$ cat src/rtl/krt_pkg.sv
// Shared constants, codes and port bundles of the keyed record table.
// Depends on nothing; used by every RTL file of the block.
package krt_pkg;

	localparam int DEPTH  = 64;
	localparam int IDX_W  = $clog2(DEPTH);
	localparam int CNT_W  = $clog2(DEPTH + 1);
	localparam int KEY_W  = 32;
	localparam int VAL_W  = 32;
	localparam int DATA_W = KEY_W + VAL_W;

	localparam logic [1:0] OP_ADD    = 2'd0;
	localparam logic [1:0] OP_REMOVE = 2'd1;
	localparam logic [1:0] OP_MODIFY = 2'd2;
	localparam logic [1:0] OP_SEARCH = 2'd3;

	localparam logic [1:0] STATUS_OK   = 2'd0;
	localparam logic [1:0] STATUS_MISS = 2'd1;
	localparam logic [1:0] STATUS_DUP  = 2'd2;
	localparam logic [1:0] STATUS_FULL = 2'd3;

	typedef struct packed {
		logic             en;
		logic [IDX_W-1:0] addr;
	} rd_req_t;

	typedef struct packed {
		logic              en;
		logic [IDX_W-1:0]  addr;
		logic [DATA_W-1:0] data;
	} wr_req_t;

endpackage

$ cat src/rtl/krt_ram.sv
// Record memory of the keyed record table: one {key, value} word per entry.
// Depends on krt_pkg; one write port, one read port with registered data.
module krt_ram
	import krt_pkg::*;
(
	input  logic              clk,
	input  rd_req_t           rd_req,
	input  wr_req_t           wr_req,
	output logic [DATA_W-1:0] rd_data
);

	logic [DATA_W-1:0] mem [DEPTH];

	always_ff @(posedge clk) begin
		if (wr_req.en) begin
			mem[wr_req.addr] <= wr_req.data;
		end
	end

	always_ff @(posedge clk) begin
		if (rd_req.en) begin
			rd_data <= mem[rd_req.addr];
		end
	end

endmodule

$ cat src/rtl/krt_seq.sv
// Operation sequencer of the keyed record table: scan, shift, resolve and
// result register. Depends on krt_pkg; drives the ports of krt_ram.
module krt_seq
	import krt_pkg::*;
(
	input  logic              clk,
	input  logic              arst_n,
	input  logic              in_valid,
	output logic              in_ready,
	input  logic [1:0]        kind,
	input  logic [KEY_W-1:0]  key,
	input  logic [VAL_W-1:0]  value,
	input  logic [IDX_W-1:0]  entry_index,
	output logic              out_valid,
	input  logic              out_ready,
	output logic [1:0]        status,
	output logic [IDX_W-1:0]  found_index,
	output logic [VAL_W-1:0]  found_value,
	output logic [CNT_W-1:0]  entry_count,
	output logic              changed,
	output rd_req_t           rd_req,
	output wr_req_t           wr_req,
	input  logic [DATA_W-1:0] rd_data
);

	localparam logic [1:0] ST_IDLE    = 2'd0;
	localparam logic [1:0] ST_SCAN    = 2'd1;
	localparam logic [1:0] ST_SHIFT   = 2'd2;
	localparam logic [1:0] ST_RESOLVE = 2'd3;

	logic [1:0]       state_q;
	logic [CNT_W-1:0] ptr_q;
	logic [CNT_W-1:0] count_q;
	logic             dirty_q;
	logic             out_valid_q;
	logic             hit_q;
	logic             err_q;
	logic             v_s1;
	logic [IDX_W-1:0] addr_s1;

	logic [1:0]       op_q;
	logic [KEY_W-1:0] key_q;
	logic [VAL_W-1:0] val_q;
	logic [IDX_W-1:0] idx_q;
	logic [IDX_W-1:0] hit_idx_q;
	logic [VAL_W-1:0] hit_val_q;
	logic [1:0]       status_q;
	logic [IDX_W-1:0] fidx_q;
	logic [VAL_W-1:0] fval_q;

	logic             walking;
	logic             issue;
	logic             walk_done;
	logic             match;
	logic             out_free;
	logic             full;
	logic             bad_index;
	logic [KEY_W-1:0] rd_key;
	logic [VAL_W-1:0] rd_val;

	logic [1:0]       res_status;
	logic             res_wr;
	logic [IDX_W-1:0] res_addr;
	logic [CNT_W-1:0] res_count;
	logic             res_dirty;
	logic [IDX_W-1:0] res_fidx;
	logic [VAL_W-1:0] res_fval;

	assign walking   = (state_q == ST_SCAN) || (state_q == ST_SHIFT);
	assign issue     = walking && (ptr_q < count_q);
	assign walk_done = !issue && !v_s1;
	assign rd_key    = rd_data[DATA_W-1:VAL_W];
	assign rd_val    = rd_data[VAL_W-1:0];
	assign match     = (state_q == ST_SCAN) && v_s1 && (rd_key == key_q)
		&& !((op_q == OP_MODIFY) && (addr_s1 == idx_q));
	assign out_free  = !out_valid_q || out_ready;
	assign full      = (count_q == CNT_W'(DEPTH));
	assign bad_index = ((kind == OP_REMOVE) || (kind == OP_MODIFY))
		&& (CNT_W'(entry_index) >= count_q);

	assign rd_req.en   = issue;
	assign rd_req.addr = ptr_q[IDX_W-1:0];

	// Decide the outcome once the walk is over.
	always_comb begin
		res_status = STATUS_OK;
		res_wr     = 1'b0;
		res_addr   = idx_q;
		res_count  = count_q;
		res_dirty  = dirty_q;
		res_fidx   = '0;
		res_fval   = '0;
		if (err_q) begin
			res_status = STATUS_MISS;
		end else begin
			unique case (op_q)
				OP_ADD: begin
					if (hit_q) begin
						res_status = STATUS_DUP;
					end else if (full) begin
						res_status = STATUS_FULL;
					end else begin
						res_wr    = 1'b1;
						res_addr  = count_q[IDX_W-1:0];
						res_count = count_q + CNT_W'(1);
						res_dirty = 1'b1;
					end
				end
				OP_REMOVE: begin
					res_count = count_q - CNT_W'(1);
					res_dirty = 1'b1;
				end
				OP_MODIFY: begin
					if (hit_q) begin
						res_status = STATUS_DUP;
					end else begin
						res_wr    = 1'b1;
						res_dirty = 1'b1;
					end
				end
				OP_SEARCH: begin
					if (hit_q) begin
						res_fidx = hit_idx_q;
						res_fval = hit_val_q;
					end else begin
						res_status = STATUS_MISS;
					end
				end
				default: begin
					res_status = STATUS_MISS;
				end
			endcase
		end
	end

	// Shift moves entry i+1 down to i; resolve writes an added or modified record.
	always_comb begin
		wr_req.en   = 1'b0;
		wr_req.addr = res_addr;
		wr_req.data = {key_q, val_q};
		if ((state_q == ST_SHIFT) && v_s1) begin
			wr_req.en   = 1'b1;
			wr_req.addr = addr_s1 - IDX_W'(1);
			wr_req.data = rd_data;
		end else if ((state_q == ST_RESOLVE) && out_free) begin
			wr_req.en = res_wr;
		end
	end

	always_ff @(posedge clk or negedge arst_n) begin
		if (!arst_n) begin
			state_q     <= ST_IDLE;
			ptr_q       <= '0;
			count_q     <= '0;
			dirty_q     <= 1'b0;
			out_valid_q <= 1'b0;
			hit_q       <= 1'b0;
			err_q       <= 1'b0;
			v_s1        <= 1'b0;
		end else begin
			v_s1 <= issue;
			if (issue) begin
				ptr_q <= ptr_q + CNT_W'(1);
			end
			if (out_valid_q && out_ready) begin
				out_valid_q <= 1'b0;
			end
			unique case (state_q)
				ST_IDLE: begin
					if (in_valid) begin
						hit_q <= 1'b0;
						err_q <= bad_index;
						if (bad_index) begin
							state_q <= ST_RESOLVE;
						end else if (kind == OP_REMOVE) begin
							ptr_q   <= CNT_W'(entry_index) + CNT_W'(1);
							state_q <= ST_SHIFT;
						end else begin
							ptr_q   <= '0;
							state_q <= ST_SCAN;
						end
					end
				end
				ST_SCAN: begin
					if (match) begin
						hit_q   <= 1'b1;
						state_q <= ST_RESOLVE;
					end else if (walk_done) begin
						state_q <= ST_RESOLVE;
					end
				end
				ST_SHIFT: begin
					if (walk_done) begin
						state_q <= ST_RESOLVE;
					end
				end
				ST_RESOLVE: begin
					if (out_free) begin
						count_q     <= res_count;
						dirty_q     <= res_dirty;
						out_valid_q <= 1'b1;
						state_q     <= ST_IDLE;
					end
				end
				default: begin
					state_q <= ST_IDLE;
				end
			endcase
		end
	end

	always_ff @(posedge clk) begin
		addr_s1 <= ptr_q[IDX_W-1:0];
		if ((state_q == ST_IDLE) && in_valid) begin
			op_q  <= kind;
			key_q <= key;
			val_q <= value;
			idx_q <= entry_index;
		end
		if (match) begin
			hit_idx_q <= addr_s1;
			hit_val_q <= rd_val;
		end
		if ((state_q == ST_RESOLVE) && out_free) begin
			status_q <= res_status;
			fidx_q   <= res_fidx;
			fval_q   <= res_fval;
		end
	end

	assign in_ready    = (state_q == ST_IDLE);
	assign out_valid   = out_valid_q;
	assign status      = status_q;
	assign found_index = fidx_q;
	assign found_value = fval_q;
	assign entry_count = count_q;
	assign changed     = dirty_q;

endmodule

$ cat src/rtl/keyed_record_table_core.sv
// Top level of the keyed record table: sequencer plus record memory.
// Depends on krt_pkg, krt_ram and krt_seq.
//
// A packed table of up to 64 unique (key, value) records in insertion
// order. One item is in flight at a time: in_ready is high only while the
// sequencer is idle, and the result sits in an output register so the next
// item can be accepted while that result waits for its transfer. The single
// read port of the record memory walks one entry per cycle: an add, modify
// or search scans the entries from index 0 up to the count, stopping early
// when a search or duplicate check hits; a remove shifts every entry above
// entry_index down by one; and a remove or modify with an index not below
// count skips the walk and goes straight to the result. The memory has no
// reset and needs no clearing pass: entries at or above the count are never
// read, so the block accepts items right after reset.
module keyed_record_table_core
	import krt_pkg::*;
(
	input  logic              clk,
	input  logic              arst_n,
	input  logic              in_valid,
	output logic              in_ready,
	input  logic [1:0]        kind,
	input  logic [KEY_W-1:0]  key,
	input  logic [VAL_W-1:0]  value,
	input  logic [IDX_W-1:0]  entry_index,
	output logic              out_valid,
	input  logic              out_ready,
	output logic [1:0]        status,
	output logic [IDX_W-1:0]  found_index,
	output logic [VAL_W-1:0]  found_value,
	output logic [CNT_W-1:0]  entry_count,
	output logic              changed
);

	rd_req_t           rd_req;
	wr_req_t           wr_req;
	logic [DATA_W-1:0] rd_data;

	// Sequencer: walks the table for duplicate checks, searches and shifts.
	krt_seq u_seq (
		.clk         (clk),
		.arst_n      (arst_n),
		.in_valid    (in_valid),
		.in_ready    (in_ready),
		.kind        (kind),
		.key         (key),
		.value       (value),
		.entry_index (entry_index),
		.out_valid   (out_valid),
		.out_ready   (out_ready),
		.status      (status),
		.found_index (found_index),
		.found_value (found_value),
		.entry_count (entry_count),
		.changed     (changed),
		.rd_req      (rd_req),
		.wr_req      (wr_req),
		.rd_data     (rd_data)
	);

	// Record memory: key in the upper half of each word, value in the lower.
	krt_ram u_ram (
		.clk     (clk),
		.rd_req  (rd_req),
		.wr_req  (wr_req),
		.rd_data (rd_data)
	);

endmodule

$ cat config.mk
export PLATFORM = sky130hd
export DESIGN_NAME = keyed_record_table_core
export DESIGN_NICKNAME = d
export VERILOG_FILES = /design/src/rtl/krt_pkg.sv /design/src/rtl/krt_ram.sv /design/src/rtl/krt_seq.sv /design/src/rtl/keyed_record_table_core.sv
export SDC_FILE = /design/constraint.sdc
export NUM_CORES = 2
export LEC_CHECK = 0
export BUFFER_PORTS_ARGS = -buffer_cell sky130_fd_sc_hd__buf_2
export CAP_MARGIN = 20
export CORE_ASPECT_RATIO = 0.75
export CORE_MARGIN = 10
export CORE_UTILIZATION = 45
export CTS_BUF_LIST = sky130_fd_sc_hd__clkbuf_8
export DETAILED_ROUTE_END_ITERATION = 12
export PLACE_DENSITY = 0.68
export SLEW_MARGIN = 10
export SYNTH_ARGS = -nofsm -noshare
export SYNTH_HDL_FRONTEND = slang
export SYNTH_SLANG_ARGS = --single-unit
$ cat constraint.sdc
create_clock -name clk -period 8.2 [get_ports clk]
set_input_delay 2.46 -clock clk [delete_from_list [all_inputs] [get_ports clk]]
set_output_delay 2.46 -clock clk [all_outputs]
set_load 0.01 [all_outputs]
==> results.cfg <==
[clocking]
cts_resized = 0
htree_levels = 6
post_cts.repair.setup_buffers = 0
root_buffer = clkbuf_8
ctsLongestPathBuffers = 4
cts_tree = built
cts_made_buffers = 640
clock_sinks = 4337
clkLatencyLatePin_ps = 1090
cts_hold_buf = 0
clk_pin_slew_worst_paths_ps = 60

[placed_design]
place_congestion = 0.842
dpl-instance-area_um2 = 174000
hpwl_mm = 238
io_buffers = 125

[pwr]
p_leak_nw = 58.4
pwr_density_cell_nw_per_um2 = 343
peakVddDrop_uv = 302
p_total_w = 0.0637

[logic_synthesis]
yosys_warnings = 0
synth_area_per_cell_um2 = 23.2
syn_nets = 7238
yosysUniqueCellTypes = 64
syn-cell-area_um2 = 166000
synth_top_area_frac = 0.780
synth_edf_count = 4310
yosys_most_used_dff = edfxtp_1
synth-seq-area-share = 0.784
synth_top_cell_by_area = edfxtp_1
postSynth.asyncResetShare = 0.00484
synthTopCellsByArea = edfxtp_1, mux4_2, a22oi_1
yosys_register_bits = 4337
synthCells = 7136

[routing]
num_vias = 80859
wl_per_cell_um = 32.5
route.detailed.drc = 0
drt-total-wl_mm = 427
drt_first_pass_iters = 8
drtIter0Drc = 12029
viasPerCell = 6.15
drtAntennaViolNets = 0

[global_route]
grt_first_pass_wirelength_mm = 603
antenna_found_initial = 17
grt.total_usage = 0.212
grt_max_degree = 129
gr-total-overflow = 0
grt_pass1_vias = 80040

[timing]
tightest_slew_ps = 1210
rsz0062_at_grt = no
final_max_slew_viol_count = 0
clock_skew_ps = 68.3
period_needed_ps = 5130
max_slew_margin = 0.193
setup_violations = 0
finalHoldViolCount = 0
fin_setup_tns_ps = 0
fin_crit_sh = 0.626
fmax_mhz = 195

[outcome]
status = finished, final reports clean

[floorplanning]
rows = 192
die_h_um = 546
die_x_um = 721
core_um2 = 366000
io_pins = 126
dieArea_um2 = 393000
initial_core_util = 0.453

[cells_and_area]
post-route-util = 0.507
fill_cells = 28040
design_area_um2 = 185000
nets = 7904
syn_to_final_growth_pct = 11.8
drive_gt1_frac = 0.293

[hold_path]
hp-class = reg -> reg

[flow_run]
maxCapViolCount = 0

[worst_setup_path]
cp-end-kind = flip-flop
cp_top_family = simple AND/OR/NAND/NOR gates
crit_arrival_ps = 5820
startpoint_type = input pin
crit_chain = buf_2, nand2b_1, nand4_1, nand2_1, o21ai_2, nor2_4, buf_4, buf_4
required_ps = 8890
worstPathMaxFanout = 34
cp_common_cell = buf_4
crit_type = in -> reg
slowest_delay_ps = 710
slowest_stage = buf_4
worstPathBufferInverterCount = 3
[metal layers]
layer | GRT usage | up-vias | routed length (µm)
met1 | 0.312 | 43148 | 171000
met2 | 0.308 | 5242 | 189000
met4 | 0.0628 | 6 | 12900
met5 | 0.00328 | - | 208
li1 | - | 31794 | -
met3 | 0.0621 | 669 | 53700
[final timing paths]
check / start / endpoint / slack (ps) / depth (start not counted)
setup / recovery: out_ready / u_ram.mem[62][2]$_DFFE_PP_ / 3070 / 8
hold / removal: u_ram.rd_data[24]$_DFFE_PN_ / u_seq.hit_val_q[24]$_DFFE_PP_ / 440 / 0
setup reg to reg: u_seq.entry_count[0]$_DFFE_PN0P_ / u_ram.mem[62][2]$_DFFE_PP_ / 3220 / 8
hold reg to reg: u_ram.rd_data[24]$_DFFE_PN_ / u_seq.hit_val_q[24]$_DFFE_PP_ / 440 / 0
max in group asynchronous: arst_n / u_seq.ptr_q[1]$_DFF_PN0_ / 6420 / 1
min in group asynchronous: arst_n / u_seq.entry_count[5]$_DFFE_PN0P_ / 1370 / 1
[registers in the layout, indices dropped and copies added, names as in the netlist]
name and count:
u_ram.mem 4096, u_ram.rd_data 64, u_seq.found_value 32, u_seq.hit_val_q 32
u_seq.key_q 32, u_seq.val_q 32, u_seq.entry_count 7, u_seq.ptr_q 7
u_seq.addr_s1 6, u_seq.found_index 6, u_seq.hit_idx_q 6, u_seq.idx_q 6
u_seq.op_q 2, u_seq.state_q 2, u_seq.status 2, u_seq.changed 1
u_seq.err_q 1, u_seq.hit_q 1, u_seq.out_valid 1, u_seq.v_s1 1
[power by group]
part | total, W | internal, W | switching, W
clock network | 0.0159 | 0.00771 | 0.00823
logic | 0.0191 | 0.00707 | 0.0120
registers | 0.0286 | 0.0280 | 0.000645
total | 0.0637 | 0.0428 | 0.0209
[stage by stage]
step | worst slack (ps) | hold WS, ps | instances
after floorplan | 76.4 | 368 | 7136
after global placement | 2190 | 434 | 12000
after detailed placement | 2220 | 438 | 12005
after CTS | 3390 | 446 | 13133
after global routing | 3010 | 454 | 13139
final | 3070 | 441 | 13144
[layout make-up]
cell class	instances	area (µm²)	share of cell area
inverter	22	82.6	0.000445
timing repair buffer	397	3300	0.0178
tap	4850	6070	0.0327
clock inverter	472	2290	0.0123
sequential	4337	130000	0.702
antenna	6	15.0	0.0000810
clock buffer	656	9030	0.0487
multi-input combinational	2404	34600	0.186
[synthesized netlist by cell type (25+ instances only)]
cell         n
xor2_1      43
ha_1        25
clkbuf_1   161
buf_2      143
o21ai_0     30
nand2_1    330
and2_1      45
buf_1       46
a21oi_1     61
a22oi_1    249
nor2_1      99
mux4_2    1144
mux2i_1    168
edfxtp_1  4310
[cell families (layout without fill, tap and decap cells)]
logic type	count (synthesis)	count (layout)	share of synthesized area
flip-flops	4337	4337	0.784
multiplexers	1330	1330	0.167
AND/OR/NAND/NOR	575	575	0.0152
AO/OA/AOI/OAI	414	414	0.0179
buffers and inverters	395	1547	0.0107
XOR/XNOR	59	59	0.00312
adder cells (fa/ha/maj)	26	26	0.00201
other	0	6	0
[cell usage in the layout, fill, tap and decap left out, types with 6 or more instances in the layout]
master      netlist  final
inv_8             0     10
a311o_1          12     12
buf_4            17    222
nor2b_4           0      6
nand3_1          16     16
o21ai_0          30     30
clkinv_2          0     56
buf_2           143    125
nor3_2            0      6
a31oi_1           9      9
nor4_1           12      9
dfxtp_1           6      6
diode_2           0      6
nor3_1           15      9
xor2_1           43     43
mux2_2           18     18
inv_6             0     14
mux2i_1         168    168
xnor2_1          16     16
nand2_1         330    327
nor2b_1          20     14
edfxtp_1       4310   4310
buf_12            0     44
a211oi_1         19     19
clkinvlp_4        0     19
nor2_1           99     38
mux4_2         1144   1144
clkbuf_8          0    656
dfrtp_1          21     16
nand2b_1         13     13
a22oi_1         249    249
bufinv_16         0      8
nor2_4            0     61
a21oi_1          61     61
inv_1            22    232
ha_1             25     25
nand4_1           8      8
clkinv_1          0    152
and2_1           45     40
(Power assumes the default switching activity.)
